$ cat src/rtl/core/stsl_pkg.sv
// Shared types and constants of the straight-line segmenter.
package stsl_pkg;

    // Index counter width, default for the top-level parameter.
    localparam int INDEX_WIDTH_DEF = 24;

    // Field widths fixed by the interface.
    localparam int OUT_INDEX_W = 24;
    localparam int COUNT_W     = 25;
    localparam int GAP_W       = 17;
    localparam int MOVE_W      = 40;
    localparam int POS_W       = 32;
    localparam int HEAD_W      = 20;
    localparam int STEP_W      = 20;
    localparam int DEG_W       = 18;
    localparam int HWRAP_W     = 19;
    localparam int KCONST_W    = 22;
    localparam int HPROD_W     = HEAD_W + KCONST_W;
    localparam int CFG_IDX_W   = 2;

    // Radian to 1/256 degree scale: round(2^24 * 180 / pi / 256).
    localparam logic [KCONST_W-1:0] DEG_K = 22'd3754936;
    localparam logic [HPROD_W:0] DEG_ROUND = 43'd8388608;

    // 90, 270 and 360 degrees in units of 1/256 degree.
    localparam logic signed [DEG_W-1:0]   DEG_90  = 18'sd23040;
    localparam logic signed [DEG_W-1:0]   DEG_270 = 18'sd69120;
    localparam logic signed [HWRAP_W-1:0] DEG_360 = 19'sd92160;

    // Saturation point of the run length.
    localparam logic [COUNT_W-1:0] COUNT_MAX = 25'd16777216;

    // Register reset values.
    localparam logic [GAP_W-1:0]   GAP_RST   = 17'd256;
    localparam logic [GAP_W-1:0]   RANGE_RST = 17'd1280;
    localparam logic [COUNT_W-1:0] MINPTS_RST = 25'd100;
    localparam logic [MOVE_W-1:0]  MOVE_RST  = 40'd105;

    // Configuration register indexes.
    typedef enum logic [CFG_IDX_W-1:0] {
        CFG_GAP    = 2'd0,
        CFG_RANGE  = 2'd1,
        CFG_MINPTS = 2'd2,
        CFG_MOVE   = 2'd3
    } t_cfg_idx;

    typedef struct packed {
        logic [GAP_W-1:0]   max_gap;
        logic [GAP_W-1:0]   max_range;
        logic [COUNT_W-1:0] min_pts;
        logic [MOVE_W-1:0]  min_move;
    } t_cfg;

    // After the step and heading magnitudes are taken.
    typedef struct packed {
        logic              big;
        logic [STEP_W-1:0] adx;
        logic [STEP_W-1:0] ady;
        logic [HEAD_W-1:0] habs;
        logic              hneg;
        logic              last;
    } t_step;

    // After the squares and the degree product.
    typedef struct packed {
        logic                big;
        logic [2*STEP_W-1:0] sqx;
        logic [2*STEP_W-1:0] sqy;
        logic [HPROD_W-1:0]  hprod;
        logic                hneg;
        logic                last;
    } t_sq;

    // Movement flag and signed heading in degrees.
    typedef struct packed {
        logic                    moving;
        logic signed [DEG_W-1:0] deg;
        logic                    last;
    } t_head;

    typedef struct packed {
        logic [OUT_INDEX_W-1:0] first_index;
        logic [OUT_INDEX_W-1:0] final_index;
        logic [COUNT_W-1:0]     point_count;
        logic                   last_of_run;
    } t_result;

    // Up to two results from one sample, old run first.
    typedef struct packed {
        logic    a_vld;
        t_result a;
        logic    b_vld;
        t_result b;
    } t_push;

endpackage

$ cat src/rtl/core/trajectory_straight_line_segmenter_unit.sv
// Top level of the straight-line segmenter: registers, pipeline and result queue.
// A sample beat is registered in the front stages and the condition stage; the
// run tracker then writes its results to the four-entry result queue. Throughput:
// one sample per cycle while the queue has room; a sample's two results go in at once.
// Reset (synchronous, active low) clears the run state, index, queue and
// registers to their defaults; no clearing pass is needed.
module trajectory_straight_line_segmenter_unit #(
    parameter int INDEX_WIDTH = stsl_pkg::INDEX_WIDTH_DEF
) (
    input  logic                                    i_clk,
    input  logic                                    i_rst_n,
    input  logic                                    i_cfg_valid,
    output logic                                    o_cfg_ready,
    input  logic [stsl_pkg::CFG_IDX_W-1:0]          i_cfg_index,
    input  logic [stsl_pkg::MOVE_W-1:0]             i_cfg_data,
    input  logic                                    i_in_valid,
    output logic                                    o_in_ready,
    input  logic signed [stsl_pkg::POS_W-1:0]       i_x_pos,
    input  logic signed [stsl_pkg::POS_W-1:0]       i_y_pos,
    input  logic signed [stsl_pkg::HEAD_W-1:0]      i_heading_rad,
    input  logic                                    i_last_sample,
    output logic                                    o_out_valid,
    input  logic                                    i_out_ready,
    output logic [stsl_pkg::OUT_INDEX_W-1:0]        o_first_index,
    output logic [stsl_pkg::OUT_INDEX_W-1:0]        o_final_index,
    output logic [stsl_pkg::COUNT_W-1:0]            o_point_count,
    output logic                                    o_last_of_run
);

    stsl_pkg::t_cfg  r_cfg;
    stsl_pkg::t_sq   sq;
    stsl_pkg::t_head hd;
    stsl_pkg::t_push push;
    logic            sq_valid;
    logic            sq_ready;
    logic            hd_valid;
    logic            hd_ready;
    logic            room;

    assign o_cfg_ready = 1'b1;

    // Configuration registers.
    always_ff @(posedge i_clk) begin
        if (!i_rst_n) begin
            r_cfg.max_gap   <= stsl_pkg::GAP_RST;
            r_cfg.max_range <= stsl_pkg::RANGE_RST;
            r_cfg.min_pts   <= stsl_pkg::MINPTS_RST;
            r_cfg.min_move  <= stsl_pkg::MOVE_RST;
        end else if (i_cfg_valid) begin
            case (stsl_pkg::t_cfg_idx'(i_cfg_index))
                stsl_pkg::CFG_GAP: begin
                    r_cfg.max_gap <= i_cfg_data[stsl_pkg::GAP_W-1:0];
                end
                stsl_pkg::CFG_RANGE: begin
                    r_cfg.max_range <= i_cfg_data[stsl_pkg::GAP_W-1:0];
                end
                stsl_pkg::CFG_MINPTS: begin
                    r_cfg.min_pts <= i_cfg_data[stsl_pkg::COUNT_W-1:0];
                end
                stsl_pkg::CFG_MOVE: begin
                    r_cfg.min_move <= i_cfg_data;
                end
                default: begin
                    r_cfg <= r_cfg;
                end
            endcase
        end
    end

    // Step magnitudes, squares and degree product.
    stsl_front u_front (
        .i_clk         (i_clk),
        .i_rst_n       (i_rst_n),
        .i_in_valid    (i_in_valid),
        .o_in_ready    (o_in_ready),
        .i_x_pos       (i_x_pos),
        .i_y_pos       (i_y_pos),
        .i_heading_rad (i_heading_rad),
        .i_last_sample (i_last_sample),
        .o_dn_valid    (sq_valid),
        .i_dn_ready    (sq_ready),
        .o_dn          (sq)
    );

    // Movement test and signed degrees.
    stsl_cond u_cond (
        .i_clk      (i_clk),
        .i_rst_n    (i_rst_n),
        .i_up_valid (sq_valid),
        .o_up_ready (sq_ready),
        .i_up       (sq),
        .i_min_move (r_cfg.min_move),
        .o_dn_valid (hd_valid),
        .i_dn_ready (hd_ready),
        .o_dn       (hd)
    );

    // Run decisions and state.
    stsl_run #(
        .INDEX_WIDTH (INDEX_WIDTH)
    ) u_run (
        .i_clk      (i_clk),
        .i_rst_n    (i_rst_n),
        .i_up_valid (hd_valid),
        .o_up_ready (hd_ready),
        .i_up       (hd),
        .i_cfg      (r_cfg),
        .i_room     (room),
        .o_push     (push)
    );

    // Result queue feeding the output channel.
    stsl_outq u_outq (
        .i_clk         (i_clk),
        .i_rst_n       (i_rst_n),
        .i_push        (push),
        .o_room        (room),
        .o_out_valid   (o_out_valid),
        .i_out_ready   (i_out_ready),
        .o_first_index (o_first_index),
        .o_final_index (o_final_index),
        .o_point_count (o_point_count),
        .o_last_of_run (o_last_of_run)
    );

endmodule

$ cat src/rtl/core/stsl_front.sv
// Front stages: step and heading magnitudes, then squares and degree product.
module stsl_front (
    input  logic                                i_clk,
    input  logic                                i_rst_n,
    input  logic                                i_in_valid,
    output logic                                o_in_ready,
    input  logic signed [stsl_pkg::POS_W-1:0]   i_x_pos,
    input  logic signed [stsl_pkg::POS_W-1:0]   i_y_pos,
    input  logic signed [stsl_pkg::HEAD_W-1:0]  i_heading_rad,
    input  logic                                i_last_sample,
    output logic                                o_dn_valid,
    input  logic                                i_dn_ready,
    output stsl_pkg::t_sq                       o_dn
);

    localparam int PW = stsl_pkg::POS_W;
    localparam int SW = stsl_pkg::STEP_W;
    localparam int HW = stsl_pkg::HEAD_W;

    logic                 r_v1;
    logic                 r_v2;
    stsl_pkg::t_step      r_s1;
    stsl_pkg::t_sq        r_s2;
    logic signed [PW-1:0] r_prev_x;
    logic signed [PW-1:0] r_prev_y;

    logic                 adv1;
    logic                 adv2;
    logic                 accept;
    logic signed [PW:0]   dx;
    logic signed [PW:0]   dy;
    logic [PW:0]          adx;
    logic [PW:0]          ady;
    stsl_pkg::t_step      n_s1;
    stsl_pkg::t_sq        n_s2;

    // Each stage moves on when it is empty or its contents move on.
    assign adv2       = !r_v2 || i_dn_ready;
    assign adv1       = !r_v1 || adv2;
    assign accept     = i_in_valid && adv1;
    assign o_in_ready = adv1;
    assign o_dn_valid = r_v2;
    assign o_dn       = r_s2;

    // Step against the previous sample, and magnitudes.
    always_comb begin
        dx  = {i_x_pos[PW-1], i_x_pos} - {r_prev_x[PW-1], r_prev_x};
        dy  = {i_y_pos[PW-1], i_y_pos} - {r_prev_y[PW-1], r_prev_y};
        adx = dx[PW] ? (PW+1)'(-dx) : dx;
        ady = dy[PW] ? (PW+1)'(-dy) : dy;
        n_s1.big  = (|adx[PW:SW]) || (|ady[PW:SW]);
        n_s1.adx  = adx[SW-1:0];
        n_s1.ady  = ady[SW-1:0];
        n_s1.hneg = i_heading_rad[HW-1];
        n_s1.habs = i_heading_rad[HW-1] ? HW'(-i_heading_rad) : i_heading_rad;
        n_s1.last = i_last_sample;
    end

    // Squares of the step and the radian to degree product.
    always_comb begin
        n_s2.big   = r_s1.big;
        n_s2.sqx   = r_s1.adx * r_s1.adx;
        n_s2.sqy   = r_s1.ady * r_s1.ady;
        n_s2.hprod = r_s1.habs * stsl_pkg::DEG_K;
        n_s2.hneg  = r_s1.hneg;
        n_s2.last  = r_s1.last;
    end

    // Stage valids.
    always_ff @(posedge i_clk) begin
        if (!i_rst_n) begin
            r_v1 <= 1'b0;
            r_v2 <= 1'b0;
        end else begin
            if (adv1) begin
                r_v1 <= i_in_valid;
            end
            if (adv2) begin
                r_v2 <= r_v1;
            end
        end
    end

    // Previous position follows every accepted beat.
    always_ff @(posedge i_clk) begin
        if (!i_rst_n) begin
            r_prev_x <= '0;
            r_prev_y <= '0;
        end else if (accept) begin
            r_prev_x <= i_x_pos;
            r_prev_y <= i_y_pos;
        end
    end

    // Stage payloads.
    always_ff @(posedge i_clk) begin
        if (accept) begin
            r_s1 <= n_s1;
        end
        if (adv2 && r_v1) begin
            r_s2 <= n_s2;
        end
    end

endmodule

$ cat src/rtl/core/stsl_cond.sv
// Condition stage: movement test and rounded signed heading in degrees.
module stsl_cond (
    input  logic                               i_clk,
    input  logic                               i_rst_n,
    input  logic                               i_up_valid,
    output logic                               o_up_ready,
    input  stsl_pkg::t_sq                      i_up,
    input  logic [stsl_pkg::MOVE_W-1:0]        i_min_move,
    output logic                               o_dn_valid,
    input  logic                               i_dn_ready,
    output stsl_pkg::t_head                    o_dn
);

    localparam int HP = stsl_pkg::HPROD_W;
    localparam int DW = stsl_pkg::DEG_W;
    localparam int MW = stsl_pkg::MOVE_W;

    logic             r_v;
    stsl_pkg::t_head  r_h;

    logic             adv;
    logic [MW:0]      sum_sq;
    logic [HP:0]      rnd;
    logic [DW-1:0]    mag;
    stsl_pkg::t_head  n_h;

    assign adv        = !r_v || i_dn_ready;
    assign o_up_ready = adv;
    assign o_dn_valid = r_v;
    assign o_dn       = r_h;

    // Moving when the step is large or its square reaches the limit;
    // degrees rounded half away from zero.
    always_comb begin
        sum_sq     = {1'b0, i_up.sqx} + {1'b0, i_up.sqy};
        n_h.moving = i_up.big || (sum_sq >= {1'b0, i_min_move});
        rnd        = {1'b0, i_up.hprod} + stsl_pkg::DEG_ROUND;
        mag        = {1'b0, rnd[HP-2:24]};
        n_h.deg    = i_up.hneg ? DW'(-$signed(mag)) : $signed(mag);
        n_h.last   = i_up.last;
    end

    always_ff @(posedge i_clk) begin
        if (!i_rst_n) begin
            r_v <= 1'b0;
        end else if (adv) begin
            r_v <= i_up_valid;
        end
    end

    always_ff @(posedge i_clk) begin
        if (adv && i_up_valid) begin
            r_h <= n_h;
        end
    end

endmodule

$ cat src/rtl/core/stsl_run.sv
// Run tracker: heading checks, run state and the results a sample closes.
module stsl_run #(
    parameter int INDEX_WIDTH = stsl_pkg::INDEX_WIDTH_DEF
) (
    input  logic             i_clk,
    input  logic             i_rst_n,
    input  logic             i_up_valid,
    output logic             o_up_ready,
    input  stsl_pkg::t_head  i_up,
    input  stsl_pkg::t_cfg   i_cfg,
    input  logic             i_room,
    output stsl_pkg::t_push  o_push
);

    localparam int IW = INDEX_WIDTH;
    localparam int OW = stsl_pkg::OUT_INDEX_W;
    localparam int CW = stsl_pkg::COUNT_W;
    localparam int DW = stsl_pkg::DEG_W;
    localparam int WW = stsl_pkg::HWRAP_W;

    logic [IW-1:0]        r_counter;
    logic [IW-1:0]        r_first;
    logic [CW-1:0]        r_len;
    logic signed [DW-1:0] r_start;
    logic signed [WW-1:0] r_prev;

    logic                 fire;
    logic                 had_run;
    logic                 wrap;
    logic signed [WW-1:0] deg_w;
    logic signed [WW-1:0] ha;
    logic signed [WW:0]   d_gap;
    logic signed [WW:0]   d_rng;
    logic [WW:0]          a_gap;
    logic [WW:0]          a_rng;
    logic                 ok;
    logic                 open;
    logic [CW-1:0]        n_len;
    logic [IW-1:0]        n_first;
    logic [IW-1:0]        idx_m1;

    assign fire       = i_up_valid && i_room;
    assign o_up_ready = i_room;

    // Heading wrap and the three join conditions.
    always_comb begin
        had_run = (r_len != '0);
        deg_w   = WW'(i_up.deg);
        wrap    = (i_up.deg > stsl_pkg::DEG_270) && (r_start < stsl_pkg::DEG_90);
        ha      = wrap ? deg_w - stsl_pkg::DEG_360 : deg_w;
        d_gap   = (WW+1)'(ha) - (WW+1)'(r_prev);
        d_rng   = (WW+1)'(ha) - (WW+1)'(r_start);
        a_gap   = d_gap[WW] ? (WW+1)'(-d_gap) : d_gap;
        a_rng   = d_rng[WW] ? (WW+1)'(-d_rng) : d_rng;
        ok      = i_up.moving
                  && (a_gap < (WW+1)'(i_cfg.max_gap))
                  && (a_rng < (WW+1)'(i_cfg.max_range));
        open    = !had_run || !ok;
        if (open) begin
            n_len   = CW'(1);
            n_first = r_counter;
        end else begin
            n_len   = (r_len < stsl_pkg::COUNT_MAX) ? r_len + CW'(1) : r_len;
            n_first = r_first;
        end
        idx_m1 = r_counter - IW'(1);
    end

    // Results: the run this sample broke, then the run a last sample closes.
    always_comb begin
        o_push.b_vld = fire && i_up.last && (n_len >= i_cfg.min_pts);
        o_push.a_vld = fire && had_run && !ok && (r_len >= i_cfg.min_pts);
        o_push.a.first_index = OW'(r_first);
        o_push.a.final_index = OW'(idx_m1);
        o_push.a.point_count = r_len;
        o_push.a.last_of_run = !o_push.b_vld;
        o_push.b.first_index = OW'(n_first);
        o_push.b.final_index = OW'(r_counter);
        o_push.b.point_count = n_len;
        o_push.b.last_of_run = 1'b1;
    end

    // Run state update; a last sample clears the run and the index.
    always_ff @(posedge i_clk) begin
        if (!i_rst_n) begin
            r_counter <= '0;
            r_first   <= '0;
            r_len     <= '0;
            r_start   <= '0;
            r_prev    <= '0;
        end else if (fire) begin
            r_first <= n_first;
            if (open) begin
                r_start <= i_up.deg;
                r_prev  <= deg_w;
            end else begin
                r_prev  <= ha;
            end
            if (i_up.last) begin
                r_len     <= '0;
                r_counter <= '0;
            end else begin
                r_len     <= n_len;
                r_counter <= r_counter + IW'(1);
            end
        end
    end

endmodule

$ cat src/rtl/core/stsl_outq.sv
// Result queue: four entries, takes up to two results a cycle, gives one.
module stsl_outq (
    input  logic                                    i_clk,
    input  logic                                    i_rst_n,
    input  stsl_pkg::t_push                         i_push,
    output logic                                    o_room,
    output logic                                    o_out_valid,
    input  logic                                    i_out_ready,
    output logic [stsl_pkg::OUT_INDEX_W-1:0]        o_first_index,
    output logic [stsl_pkg::OUT_INDEX_W-1:0]        o_final_index,
    output logic [stsl_pkg::COUNT_W-1:0]            o_point_count,
    output logic                                    o_last_of_run
);

    localparam int DEPTH = 4;
    localparam int AW    = $clog2(DEPTH);
    localparam int NW    = AW + 1;

    stsl_pkg::t_result r_mem [DEPTH];
    logic [AW-1:0]     r_wp;
    logic [AW-1:0]     r_rp;
    logic [NW-1:0]     r_cnt;

    logic              pop;
    logic [NW-1:0]     n_push;
    stsl_pkg::t_result slot0;
    stsl_pkg::t_result head;

    // Room for a whole sample's results, whatever is popped this cycle.
    assign o_room      = (r_cnt <= NW'(DEPTH - 2));
    assign o_out_valid = (r_cnt != '0);
    assign pop         = o_out_valid && i_out_ready;
    assign head        = r_mem[r_rp];
    assign o_first_index = head.first_index;
    assign o_final_index = head.final_index;
    assign o_point_count = head.point_count;
    assign o_last_of_run = head.last_of_run;

    always_comb begin
        n_push = NW'(i_push.a_vld) + NW'(i_push.b_vld);
        slot0  = i_push.a_vld ? i_push.a : i_push.b;
    end

    // Pointers and fill count.
    always_ff @(posedge i_clk) begin
        if (!i_rst_n) begin
            r_wp  <= '0;
            r_rp  <= '0;
            r_cnt <= '0;
        end else begin
            r_wp  <= r_wp + AW'(n_push);
            r_cnt <= r_cnt + n_push - NW'(pop);
            if (pop) begin
                r_rp <= r_rp + AW'(1);
            end
        end
    end

    // Entry writes; the second result lands behind the first.
    always_ff @(posedge i_clk) begin
        if (i_push.a_vld || i_push.b_vld) begin
            r_mem[r_wp] <= slot0;
        end
        if (i_push.a_vld && i_push.b_vld) begin
            r_mem[r_wp + AW'(1)] <= i_push.b;
        end
    end

endmodule
$ cat config.mk
export PLATFORM = sky130hd
export DESIGN_NAME = trajectory_straight_line_segmenter_unit
export DESIGN_NICKNAME = d
export VERILOG_FILES = /design/src/rtl/core/stsl_pkg.sv /design/src/rtl/core/trajectory_straight_line_segmenter_unit.sv /design/src/rtl/core/stsl_front.sv /design/src/rtl/core/stsl_cond.sv /design/src/rtl/core/stsl_run.sv /design/src/rtl/core/stsl_outq.sv
export SDC_FILE = /design/constraint.sdc
export NUM_CORES = 2
export LEC_CHECK = 0
export BUFFER_PORTS_ARGS = -buffer_cell sky130_fd_sc_hd__buf_2
export CAP_MARGIN = 15
export CORE_MARGIN = 2
export CORE_UTILIZATION = 65
export CTS_BUF_LIST = sky130_fd_sc_hd__clkbuf_8
export DETAILED_ROUTE_END_ITERATION = 6
export GPL_ROUTABILITY_DRIVEN = 0
export GPL_TIMING_DRIVEN = 1
export HOLD_SLACK_MARGIN = 0.02
export PLACE_DENSITY = 0.83
export SLEW_MARGIN = 20
export SYNTH_ARGS = -nofsm -noshare
export SYNTH_HDL_FRONTEND = slang
export SYNTH_SLANG_ARGS = --single-unit
$ cat constraint.sdc
create_clock -name i_clk -period 23.5 [get_ports i_clk]
set_input_delay 1.175 -clock i_clk [delete_from_list [all_inputs] [get_ports i_clk]]
set_output_delay 1.175 -clock i_clk [all_outputs]
set_load 0.02 [all_outputs]
==> flow_summary.toml <==
[status]
outcome = "finished with violations"
failed_checks = "design-rule violations"

[logic_synthesis]
async_reset_ff_share_pct = 0
synthMuxAreaShare_pct = 2.47
postSynthAreaPerCell_sq_um = 9.49
yosysMostFrequentCell = "inv_1"
synthAdderAreaFrac_pct = 31.2
synth_top_flop_cell = "edfxtp_1"
synth-compound-area-share_pct = 13.7
synthesis.nets = 9531
synthSimpleGateAreaFrac_pct = 13.9
synth_cell_types = 93
synth_edf_count = 474
synth_top_area_share_pct = 18.9
synth_top_family_by_area = "adder cells"
synth_cells = 7946
synth_seq_area_share_pct = 26.6
synth-seq-cells = 763
yosysWarnings = 0
synthTopCellsByCount = "inv_1 (1160), nand2_1 (885), ha_1 (741)"
yosysTopAreaCell = "fa_1"
synth_area_leaders = "fa_1 (19%), edfxtp_1 (19%), ha_1 (12%)"
synth-xor-area-share_pct = 4.51
synth_area_sq_um = 75400

[run]
cap_violations = 0

[critical_path]
crit_type = "flip-flop to flip-flop"
worstPathRequired_ps = 24100
cp_slowest_cell = "or4b_1"
cpPeakStageDelay_ps = 960
r2r_cells = 50
rr_startpoint = "u_run.r_start[9]$_SDFFE_PN0P_"
cp_num_buf_inv = 6
crit_top_cell = "o21a_1"
crit_path_start_kind = "flip-flop"
critPathArrivalTime_ps = 13970
cp_top_family = "compound AO/OA/AOI/OAI gates"
crit-reg2reg-capture = "u_outq.r_mem[1][18]$_DFFE_PP_"
reg2reg_slack_ps = 10130
cp-end-kind = "flip-flop"
crit_fanout = 55

[global_route]
gr-total-overflow = 0
grt_use_met2_pct = 54.8
globalRouteTotalUtil_pct = 32.3
grt_pass1_vias = 61000
use_met3_pct = 5.95
antenna_found_initial = 5
met1_usage_pct = 40.9
grt_start_max_net_pins = 132
busiest_layer = "met2"
grt_pass1_wl_mm = 307

[clocking]
htree_levels = 4
clk_pin_slew_worst_paths_ps = 60
clk_latency_ps = 870
cts_hold_buf = 0
cts_tree = "done"
cts_buffers = 136
cts.repair.resized = 0
clockRootBuffer = "clkbuf_8"
numClockSinks = 763
cts.path.max_buffers = 3
postCtsSetupBuffers = 0

[sta]
fin_tns_setup_ps = 0
finClkSkew_ps = 48.8
worst_slew_pin_slew_ps = 1190
timing.fmax_mhz = 74.8
layout_worst_path_cycle_share_pct = 56.9
period_minus_slack_ps = 13370
rsz0062_at_grt = "no"
report.final.slew_viol_count = 0
final-hold-violation-count = 0
setup_viol = 0
slew_headroom_pct = 20.5

[placed_design]
portBuffers = 207
hpwl_mm = 143

[routing]
wire_per_inst_microns = 19.5
drt_iter0_markers = 5752
wirelength_mm = 188
drc_errors = 10
drt_pass1_iterations = 7
vias = 58900
antenna_left = 0
vias_per_cell = 6.13

[die]
dieArea_sq_um = 119000
io_pins = 209
initial_core_util_pct = 65.7
rows = 124
dieHeight_microns = 345
coreArea_sq_um = 115000
fp.dieW_microns = 345

[layout]
layout-drive-gt1-share_pct = 7.86
area_delta_synth_final_pct = 6.67
fin_nets = 9571

[hold_path]
hold_path.class = "flip-flop to flip-flop"
min_from = "u_front.n_s2[124]$_DFFE_PP_"
whs_endpoint = "u_front.o_dn[124]$_DFFE_PP_"
holdPathStages = 0
## worst register-to-register path, delay by kind of cell, from the launching register on
family,cells,cell delay (ps)
AOI/OAI and AO/OA,27,5480
xor gates and xnor gates,1,290
adders and majority gates,4,1130
buffers and inverters,6,2060
DFF,1,310
muxes,1,290
and+or+nand+nor,11,3530
## state kept, by name (all words and copies together), names as in the netlist, 20 cells and up, named ones only
register          flops
u_run.r_counter      24
u_outq.r_mem        296
r_cfg                99
u_front.r_prev_y     32
u_cond.o_dn          20
u_front.o_dn         99
u_run.r_len          25
u_run.r_first        24
u_front.r_prev_x     32
u_front.r_s1         60
## placed cells by master, fill, tap and decap left out, drive strengths merged, types with 50 or more instances in the layout
cell    instances
a21boi        178
nor3          117
o21ai         294
nand2b         60
clkbuf        146
a21o          125
nand2         885
and2          230
xor2          119
inv          1212
a21oi         340
nor2b          56
nand3         188
xnor2         269
ha            741
nand4          60
nor2          323
or3            65
mux4           74
and3           50
buf           270
o21a           58
edfxtp        474
a22o          150
dfxtp         289
fa            712
## per-stage QoR
stage	setup slack (ps)	hold WS, ps	instances	cell area [sq um]	utilization (%)
6_report	10130	417	9616	80400	70.1
5_1_grt	9260	428	9614	80400	70.1
4_1_cts	10380	420	9611	80300	70.1
3_5_place_dp	10550	407	9359	77500	67.6
3_3_place_gp	10730	401	9359	77500	67.6
2_1_floorplan	11360	400	7946	75400	-
## metal layers
layer,vias up,share of wire [%],routed length [microns]
met5,-,0.0053,10
met4,2,4.0,7610
met3,598,9.4,17700
met2,2832,48,90900
met1,28500,38,71700
li1,27100,-,-
## worst max-delay path by stage
stage | from | to | slack [ps] | cells past startpoint
after floorplan | u_run.r_start[10]$_SDFFE_PN0P_ | u_outq.r_mem[1][1]$_DFFE_PP_ | 11360 | 51
after global placement | u_run.r_start[9]$_SDFFE_PN0P_ | u_outq.r_mem[1][12]$_DFFE_PP_ | 10730 | 51
after detailed placement | u_run.r_start[9]$_SDFFE_PN0P_ | u_outq.r_mem[1][52]$_DFFE_PP_ | 10550 | 50
after CTS | u_run.r_start[9]$_SDFFE_PN0P_ | u_outq.r_mem[1][18]$_DFFE_PP_ | 10380 | 50
after global routing | u_run.r_start[9]$_SDFFE_PN0P_ | u_outq.r_mem[1][15]$_DFFE_PP_ | 9260 | 51
final | u_run.r_start[9]$_SDFFE_PN0P_ | u_outq.r_mem[1][18]$_DFFE_PP_ | 10130 | 50
## final cells by class
cell class / instances / area, sq um
Clock inverter: 107 / 822
Multi-Input combinational cell: 5652 / 49700
Timing Repair Buffer: 271 / 1550
Inverter: 1162 / 4370
Tap cell: 1512 / 1890
Sequential cell: 763 / 20000
Clock buffer: 145 / 2000
Fill cell: 8224 / 34200
Antenna cell: 4 / 10.0
## kinds of logic after synthesis
| group | after synthesis |
|---|---|
| simple gates | 2187 |
| compound gates | 1531 |
| buf+inv | 1531 |
| fa+ha+maj | 1453 |
| flops | 763 |
| xor+xnor | 388 |
| mux | 92 |
| other cells | 1 |
Power is not shown: default switching activity piles up to over one toggle a cycle in this logic, so the estimate is an artifact.
